[config.mk]
export PLATFORM = sky130hd
export DESIGN_NAME = serial_line_assembler_idle_timeout
export DESIGN_NICKNAME = d
export VERILOG_FILES = /design/src/rtl/core/sla_pkg.sv /design/src/rtl/core/serial_line_assembler_idle_timeout.sv /design/src/rtl/core/sla_emit.sv
export VERILOG_INCLUDE_DIRS = /design/src /design/src/rtl/core
export SDC_FILE = /design/constraint.sdc
export NUM_CORES = 1
export LEC_CHECK = 0
export BUFFER_PORTS_ARGS = -buffer_cell sky130_fd_sc_hd__buf_2
export CAP_MARGIN = 10
export CORE_MARGIN = 2
export CORE_UTILIZATION = 35
export DETAILED_ROUTE_END_ITERATION = 8
export PLACE_DENSITY = 0.51
export SLEW_MARGIN = 20
export SYNTH_ARGS = -nofsm -noshare
export SYNTH_HDL_FRONTEND = slang
export SYNTH_HIERARCHICAL = 1
export SYNTH_SLANG_ARGS = --single-unit
[constraint.sdc]
create_clock -name clock -period 5.45 [get_ports clock]
set_clock_uncertainty 0.2 [all_clocks]
set_input_delay 0.8175 -clock clock [delete_from_list [all_inputs] [get_ports clock]]
set_output_delay 0.8175 -clock clock [all_outputs]
set_load 0.05 [all_outputs]
[src/rtl/core/serial_line_assembler_idle_timeout_assert.svh]
// assertion macros for the serial line assembler
`ifndef SERIAL_LINE_ASSEMBLER_IDLE_TIMEOUT_ASSERT_SVH
`define SERIAL_LINE_ASSEMBLER_IDLE_TIMEOUT_ASSERT_SVH

// same-cycle implication, clocked on clock, off during reset
`define SLA_ASSERT_NOW(label, ante, cons) \
   label: assert property (@(posedge clock) disable iff (reset) (ante) |-> (cons)) \
      else $error("assertion failed");

// next-cycle implication, clocked on clock, off during reset
`define SLA_ASSERT_NEXT(label, ante, cons) \
   label: assert property (@(posedge clock) disable iff (reset) (ante) |=> (cons)) \
      else $error("assertion failed");

`endif

[src/rtl/core/sla_pkg.sv]
// shared types and constants of the serial line assembler
package sla_pkg;

   localparam int BYTE_W  = 8;
   localparam int COUNT_W = 16;

   localparam logic [BYTE_W-1:0]  CHAR_CR       = 8'h0D;
   localparam logic [BYTE_W-1:0]  CHAR_LF       = 8'h0A;
   localparam logic [COUNT_W-1:0] TIMEOUT_RESET = 16'd300;
   localparam logic [COUNT_W-1:0] COUNT_MAX     = 16'hFFFF;

   localparam logic FUNC_BYTE = 1'b0;
   localparam logic FUNC_TICK = 1'b1;

   // control from the front end to the line emitter
   typedef struct packed {
      logic wr_en;
      logic start;
   } sla_emit_ctl_type;

   // status from the line emitter
   typedef struct packed {
      logic busy;
   } sla_emit_sts_type;

endpackage

[src/rtl/core/serial_line_assembler_idle_timeout.sv]
// serial line assembler with idle timeout, top level
//
// Each input word is a received byte or one time tick. A byte or a tick that emits
// nothing is taken back to back. A CR or LF with bytes pending, or a tick that brings
// the idle count to or past the timeout with bytes pending, sends the line of at most
// LINE_DEPTH - 1 bytes out one byte a cycle while the result side does not stall, from
// the single read port of the line store; input stalls until it is read out. The last
// result word stays in the output register and does not hold up the input. The timeout
// register may be written only while idle.
`include "serial_line_assembler_idle_timeout_assert.svh"

module serial_line_assembler_idle_timeout #(
   parameter int LINE_DEPTH = 64
) (
   input  logic                          clock,
   input  logic                          reset,
   input  logic                          req_valid,
   output logic                          req_stall,
   input  logic                          req_func,
   input  logic [sla_pkg::BYTE_W-1:0]    req_rx_byte,
   output logic                          rsp_valid,
   input  logic                          rsp_stall,
   output logic [sla_pkg::BYTE_W-1:0]    rsp_line_byte,
   output logic                          rsp_last_of_line,
   input  logic                          csr_wr_en,
   input  logic [sla_pkg::COUNT_W-1:0]   csr_wr_data
);

   localparam int            AW      = $clog2(LINE_DEPTH);
   localparam logic [AW-1:0] LEN_MAX = AW'(LINE_DEPTH - 1);

   logic [AW-1:0]               len_ff, len_in;
   logic [sla_pkg::COUNT_W-1:0] idle_ff, idle_in;
   logic [sla_pkg::COUNT_W-1:0] timeout_ff;
   logic [sla_pkg::COUNT_W-1:0] idle_inc;

   sla_pkg::sla_emit_ctl_type ctl;
   sla_pkg::sla_emit_sts_type sts;

   logic accept;
   logic is_delim;

   assign req_stall = sts.busy;
   assign accept    = req_valid && !req_stall;
   assign is_delim  = (req_rx_byte == sla_pkg::CHAR_CR) || (req_rx_byte == sla_pkg::CHAR_LF);
   assign idle_inc  = (idle_ff == sla_pkg::COUNT_MAX) ? idle_ff : idle_ff + 16'd1;

   // item decode: append, emit or count
   always_comb begin
      len_in    = len_ff;
      idle_in   = idle_ff;
      ctl.wr_en = 1'b0;
      ctl.start = 1'b0;
      if (accept) begin
         if (req_func == sla_pkg::FUNC_BYTE) begin
            idle_in = '0;
            if (is_delim) begin
               if (len_ff != '0) begin
                  ctl.start = 1'b1;
                  len_in    = '0;
               end
            end else if (len_ff != LEN_MAX) begin
               ctl.wr_en = 1'b1;
               len_in    = len_ff + AW'(1);
            end
         end else begin
            idle_in = idle_inc;
            if ((len_ff != '0) && (idle_inc >= timeout_ff)) begin
               ctl.start = 1'b1;
               len_in    = '0;
            end
         end
      end
   end

   always_ff @(posedge clock) begin
      if (reset) begin
         len_ff     <= '0;
         idle_ff    <= '0;
         timeout_ff <= sla_pkg::TIMEOUT_RESET;
      end else begin
         len_ff  <= len_in;
         idle_ff <= idle_in;
         if (csr_wr_en) begin
            timeout_ff <= csr_wr_data;
         end
      end
   end

   // line store and emitter
   sla_emit #(
      .LINE_DEPTH (LINE_DEPTH)
   ) u_emit (
      .clock            (clock),
      .reset            (reset),
      .ctl              (ctl),
      .sts              (sts),
      .wr_addr          (len_ff),
      .wr_data          (req_rx_byte),
      .start_len        (len_ff),
      .rsp_valid        (rsp_valid),
      .rsp_stall        (rsp_stall),
      .rsp_line_byte    (rsp_line_byte),
      .rsp_last_of_line (rsp_last_of_line)
   );

   // checks
   `SLA_ASSERT_NOW(a_emit_nonempty, ctl.start, len_ff != '0)
   `SLA_ASSERT_NOW(a_len_bound, 1'b1, len_ff <= LEN_MAX)
   `SLA_ASSERT_NEXT(a_stall_after_start, ctl.start, req_stall && (len_ff == '0))
   `SLA_ASSERT_NOW(a_no_write_while_busy, ctl.wr_en, !sts.busy)

endmodule

[src/rtl/core/sla_emit.sv]
// line store memory and the emitter that walks it onto the result channel
module sla_emit #(
   parameter int LINE_DEPTH = 64
) (
   input  logic                          clock,
   input  logic                          reset,
   input  sla_pkg::sla_emit_ctl_type     ctl,
   output sla_pkg::sla_emit_sts_type     sts,
   input  logic [$clog2(LINE_DEPTH)-1:0] wr_addr,
   input  logic [sla_pkg::BYTE_W-1:0]    wr_data,
   input  logic [$clog2(LINE_DEPTH)-1:0] start_len,
   output logic                          rsp_valid,
   input  logic                          rsp_stall,
   output logic [sla_pkg::BYTE_W-1:0]    rsp_line_byte,
   output logic                          rsp_last_of_line
);

   localparam int AW = $clog2(LINE_DEPTH);

   localparam logic ST_IDLE = 1'b0;
   localparam logic ST_RUN  = 1'b1;

   logic [sla_pkg::BYTE_W-1:0] line_mem [LINE_DEPTH];

   logic                       state_ff, state_in;
   logic [AW-1:0]              idx_ff, idx_in;
   logic [AW-1:0]              len_ff, len_in;
   logic                       rd_vld_ff, rd_vld_in;
   logic                       rd_last_ff;
   logic [sla_pkg::BYTE_W-1:0] ram_q_ff;
   logic                       out_vld_ff, out_vld_in;
   logic [sla_pkg::BYTE_W-1:0] out_byte_ff;
   logic                       out_last_ff;

   logic issue;
   logic move;

   // read data moves to the output register when that slot frees
   assign move  = rd_vld_ff && (!out_vld_ff || !rsp_stall);
   // one memory read per cycle while bytes remain and the read slot drains
   assign issue = (state_ff == ST_RUN) && (idx_ff != len_ff) && (!rd_vld_ff || move);

   // walk sequencer
   always_comb begin
      state_in = state_ff;
      idx_in   = idx_ff;
      len_in   = len_ff;
      unique case (state_ff)
         ST_IDLE: begin
            if (ctl.start) begin
               state_in = ST_RUN;
               idx_in   = '0;
               len_in   = start_len;
            end
         end
         ST_RUN: begin
            if (issue) begin
               idx_in = idx_ff + AW'(1);
            end else if (idx_ff == len_ff) begin
               state_in = ST_IDLE;
            end
         end
         default: state_in = ST_IDLE;
      endcase
   end

   // read slot and output register occupancy
   always_comb begin
      rd_vld_in = rd_vld_ff;
      if (issue) begin
         rd_vld_in = 1'b1;
      end else if (move) begin
         rd_vld_in = 1'b0;
      end
      out_vld_in = out_vld_ff;
      if (move) begin
         out_vld_in = 1'b1;
      end else if (out_vld_ff && !rsp_stall) begin
         out_vld_in = 1'b0;
      end
   end

   always_ff @(posedge clock) begin
      if (reset) begin
         state_ff   <= ST_IDLE;
         rd_vld_ff  <= 1'b0;
         out_vld_ff <= 1'b0;
      end else begin
         state_ff   <= state_in;
         rd_vld_ff  <= rd_vld_in;
         out_vld_ff <= out_vld_in;
      end
   end

   always_ff @(posedge clock) begin
      idx_ff <= idx_in;
      len_ff <= len_in;
   end

   // line store: one write port, one registered read port
   always_ff @(posedge clock) begin
      if (ctl.wr_en) begin
         line_mem[wr_addr] <= wr_data;
      end
      if (issue) begin
         ram_q_ff   <= line_mem[idx_ff];
         rd_last_ff <= (idx_ff + AW'(1)) == len_ff;
      end
   end

   // output word register
   always_ff @(posedge clock) begin
      if (move) begin
         out_byte_ff <= ram_q_ff;
         out_last_ff <= rd_last_ff;
      end
   end

   assign sts.busy         = (state_ff == ST_RUN) || rd_vld_ff;
   assign rsp_valid        = out_vld_ff;
   assign rsp_line_byte    = out_byte_ff;
   assign rsp_last_of_line = out_last_ff;

endmodule
==> results.cfg <==
[run_status]
run_status = finished, final reports clean

[clock_network]
cts_buffer_depth = 3
cts_num_sinks = 583
clkTransAtPathRegs_ns = 0.06
clk_latency_ns = 0.61
cts_hold_buffers = 0
clock-root-buffer = clkbuf_16
h-tree-depth = 2
numCtsBuffers = 61
post_cts_buffers = 0
cts_tree = built
ctsResizeCount = 0

[critical_path]
max_stage_delay_ns = 0.44
worstPathArrival_ns = 4.33
timing.critical_path.max_delay_family = simple AND/OR/NAND/NOR gates
cpMaxStageDelayCell = dfxtp_1
crit_fanout = 6
start_kind = register
worstPathBufferInverterCount = 0
crit_type = register to register
cp-end-kind = register
crit_chain = ha_1, nand4_1, nor3_2, and3_1, mux2_2, ha_1, nand4_1, nor3_1, a32oi_1, a21oi_1, nor2b_1, nand2b_1, nand2b_1
worst_ep_required_time_ns = 5.53

[sta]
slew_violations = 0
finalSetupViolations = 0
holdWs_ns = 0.219
hold_violations = 0
relSlewSlack_pct = 29.5
setup_tns_ns = 0
worst_slack_ns = 1.20
rsz0062_at_grt = false
fmax_ghz = 0.235
min_period_ns = 4.25
fin_crit_sh_pct = 78.0
tightestPinTransition_ns = 1.05

[place]
place_congestion = 0.829
dp_slack_ns = 1.05
portBuffers = 40
placed_area_um2 = 24800
dpl.hpwl_mm = 34.7

[global_routing]
antenna_found_initial = 3
grt_overflow = 0
grt_max_degree = 65
grt_pass1_vias = 12100
grt_pass1_wl_mm = 83.7
track_usage_pct = 16.3

[layout]
areaGrowthSynthToFinish_pct = 14.0
post-route-cell-area_um2 = 27000
utilization_pct = 40.2
fillers = 6056
nets = 1386
layout-drive-gt1-share_pct = 22.4

[synthesis]
synthSimpleGateAreaFrac_pct = 5.19
synthCells = 1273
syn-num-nets = 1323
ys_ff_latch = 583
async_reset_ff_share_pct = 0
synthXorXnorAreaFrac_pct = 0.926
synth_ff_type = edfxtp_1
synth.area.mux_share_pct = 14.7
synth.top_cells.by_count = edfxtp_1 (542), mux4_2 (137), nor2_1 (96)
synth_compound_area_share_pct = 3.91
synthesis.area_um2 = 23600
yosysUniqueCellTypes = 66
synth-edff-count = 542
yosys.area_share.adder_pct = 1.06
synth_seq_area_share_pct = 72.3
synth_top_family_by_area = multiplexers
yosys.area.top_type_share_pct = 68.8
synth_area_leaders = edfxtp_1 (69%), mux4_2 (13%), dfxtp_1 (3.5%), mux2i_1 (1.6%), nor2_1 (1.5%)
avgSynthCellArea_um2 = 18.6
yosys_warnings = 6
synth_most_common_cell = edfxtp_1
synth.largest_area_cell = edfxtp_1

[routing]
drc = 0
drt_iter0_drc = 996
final_antenna_net_count = 0
num_vias = 12000
drt_wl_total_mm = 56.7
viasPerCell = 5.32
first_pass_iters = 5
drt-wirelength-per-cell_um = 25.1

[die]
core_region_area_um2 = 67000
die_area_um2 = 69600
die_y_um = 264
rows = 95
pin_count = 41
die_w_um = 264
start_util_pct = 35.3

[worst_hold_path]
min_path_type = register to register

[pwr]
p_per_area_nw_per_um2 = 358
leakage_nw = 8.59
peakVddDrop_mv = 0.238

[run]
drv_cap = 0
==> registers in the layout, summed over array words and instances (netlist names) <==
signal,flops
u_emit/idx_ff,6
u_emit/state_ff,1
u_emit/rsp_last_of_line,1
idle_ff,16
len_ff,6
timeout_ff,16
u_emit/line_mem,512
u_emit/len_ff,6
u_emit/rd_vld_ff,1
u_emit/rsp_line_byte,8
u_emit/rd_last_ff,1
u_emit/ram_q_ff,8
u_emit/rsp_valid,1
==> cell type report <==
class                      instances  area [um^2]  share of cell area, %
antenna                            1         2.50                0.00928
clock buffer                      69         1600                   5.93
clock inverter                    44          562                   2.08
inverter                          29          109                  0.404
multi-input combinational        597         6090                   22.6
sequential                       583        17100                   63.4
tap                              873         1090                   4.05
timing repair buffer              64          405                   1.50
==> kinds of logic (layout without fill, tap and decap cells) <==
group,count (synthesis),in the layout
adders and majority gates,20,20
buffers and inverters,93,206
xor gates and xnor gates,25,25
AOI/OAI and AO/OA,132,132
DFF,583,583
and+or+nand+nor,245,245
muxes,175,175
other,0,1
==> stage by stage <==
step                      cells  power [W]
after floorplan            1273    0.00515
after global placement     2146    0.00530
after detailed placement   2146    0.00530
after CTS                  2259    0.00976
after global routing       2259    0.00994
final                      2260    0.00964
==> where the power goes <==
| part | internal [W] | switching, W | total [W] |
|---|---|---|---|
| registers | 0.00490 | 0.0000113 | 0.00491 |
| logic | 0.0000933 | 0.000195 | 0.000289 |
| clock network | 0.00271 | 0.00173 | 0.00444 |
==> worst paths after layout <==
kind	start	endpoint	slack (ns)	depth (start not counted)
setup reg to reg	idle_ff[0]$_SDFFE_PP0P_	u_emit/idx_ff[5]$_SDFFCE_PN0P_	1.20	13
setup / recovery	idle_ff[0]$_SDFFE_PP0P_	u_emit/idx_ff[5]$_SDFFCE_PN0P_	1.20	13
hold / removal	u_emit/ram_q_ff[4]$_DFFE_PP_	u_emit/rsp_line_byte[4]$_DFFE_PP_	0.22	0
hold reg to reg	u_emit/ram_q_ff[4]$_DFFE_PP_	u_emit/rsp_line_byte[4]$_DFFE_PP_	0.22	0
==> cell usage in the layout, fill, tap and decap left out, types with 11 or more instances in the layout <==
cell / synthesis / routed
dfxtp_1: 41 / 41
nand3_1: 20 / 20
buf_2: 13 / 40
mux2i_1: 37 / 37
bufinv_16: 0 / 13
a22oi_1: 15 / 15
o21ai_0: 20 / 20
clkinv_1: 0 / 12
ha_1: 20 / 20
a21oi_1: 27 / 27
nor2b_1: 11 / 11
mux4_2: 137 / 137
xnor2_1: 16 / 16
inv_1: 29 / 29
nor2_1: 96 / 96
nand3b_1: 13 / 13
nand2_1: 40 / 40
edfxtp_1: 542 / 542
clkbuf_16: 0 / 63
buf_4: 7 / 22
==> worst reg2reg max path, cell delays in order (launching register included) <==
cell and delay (ns):
dfxtp_1 0.44, ha_1 0.26, nand4_1 0.23, nor3_2 0.33, and3_1 0.21, mux2_2 0.35, ha_1 0.28, nand4_1 0.16
nor3_1 0.29, a32oi_1 0.20, a21oi_1 0.37, nor2b_1 0.22, nand2b_1 0.12, nand2b_1 0.25
==> metal layers <==
layer | part of all wire [%] | up-vias | global-route usage [%]
li1 | - | 5290 | -
met1 | 45 | 6334 | 23.4
met2 | 48 | 307 | 25.7
met3 | 5.4 | 81 | 2.82
met4 | 2.0 | 0 | 4.07
met5 | 0 | - | 0
No activity file was read; power rests on OpenSTA's default activity.
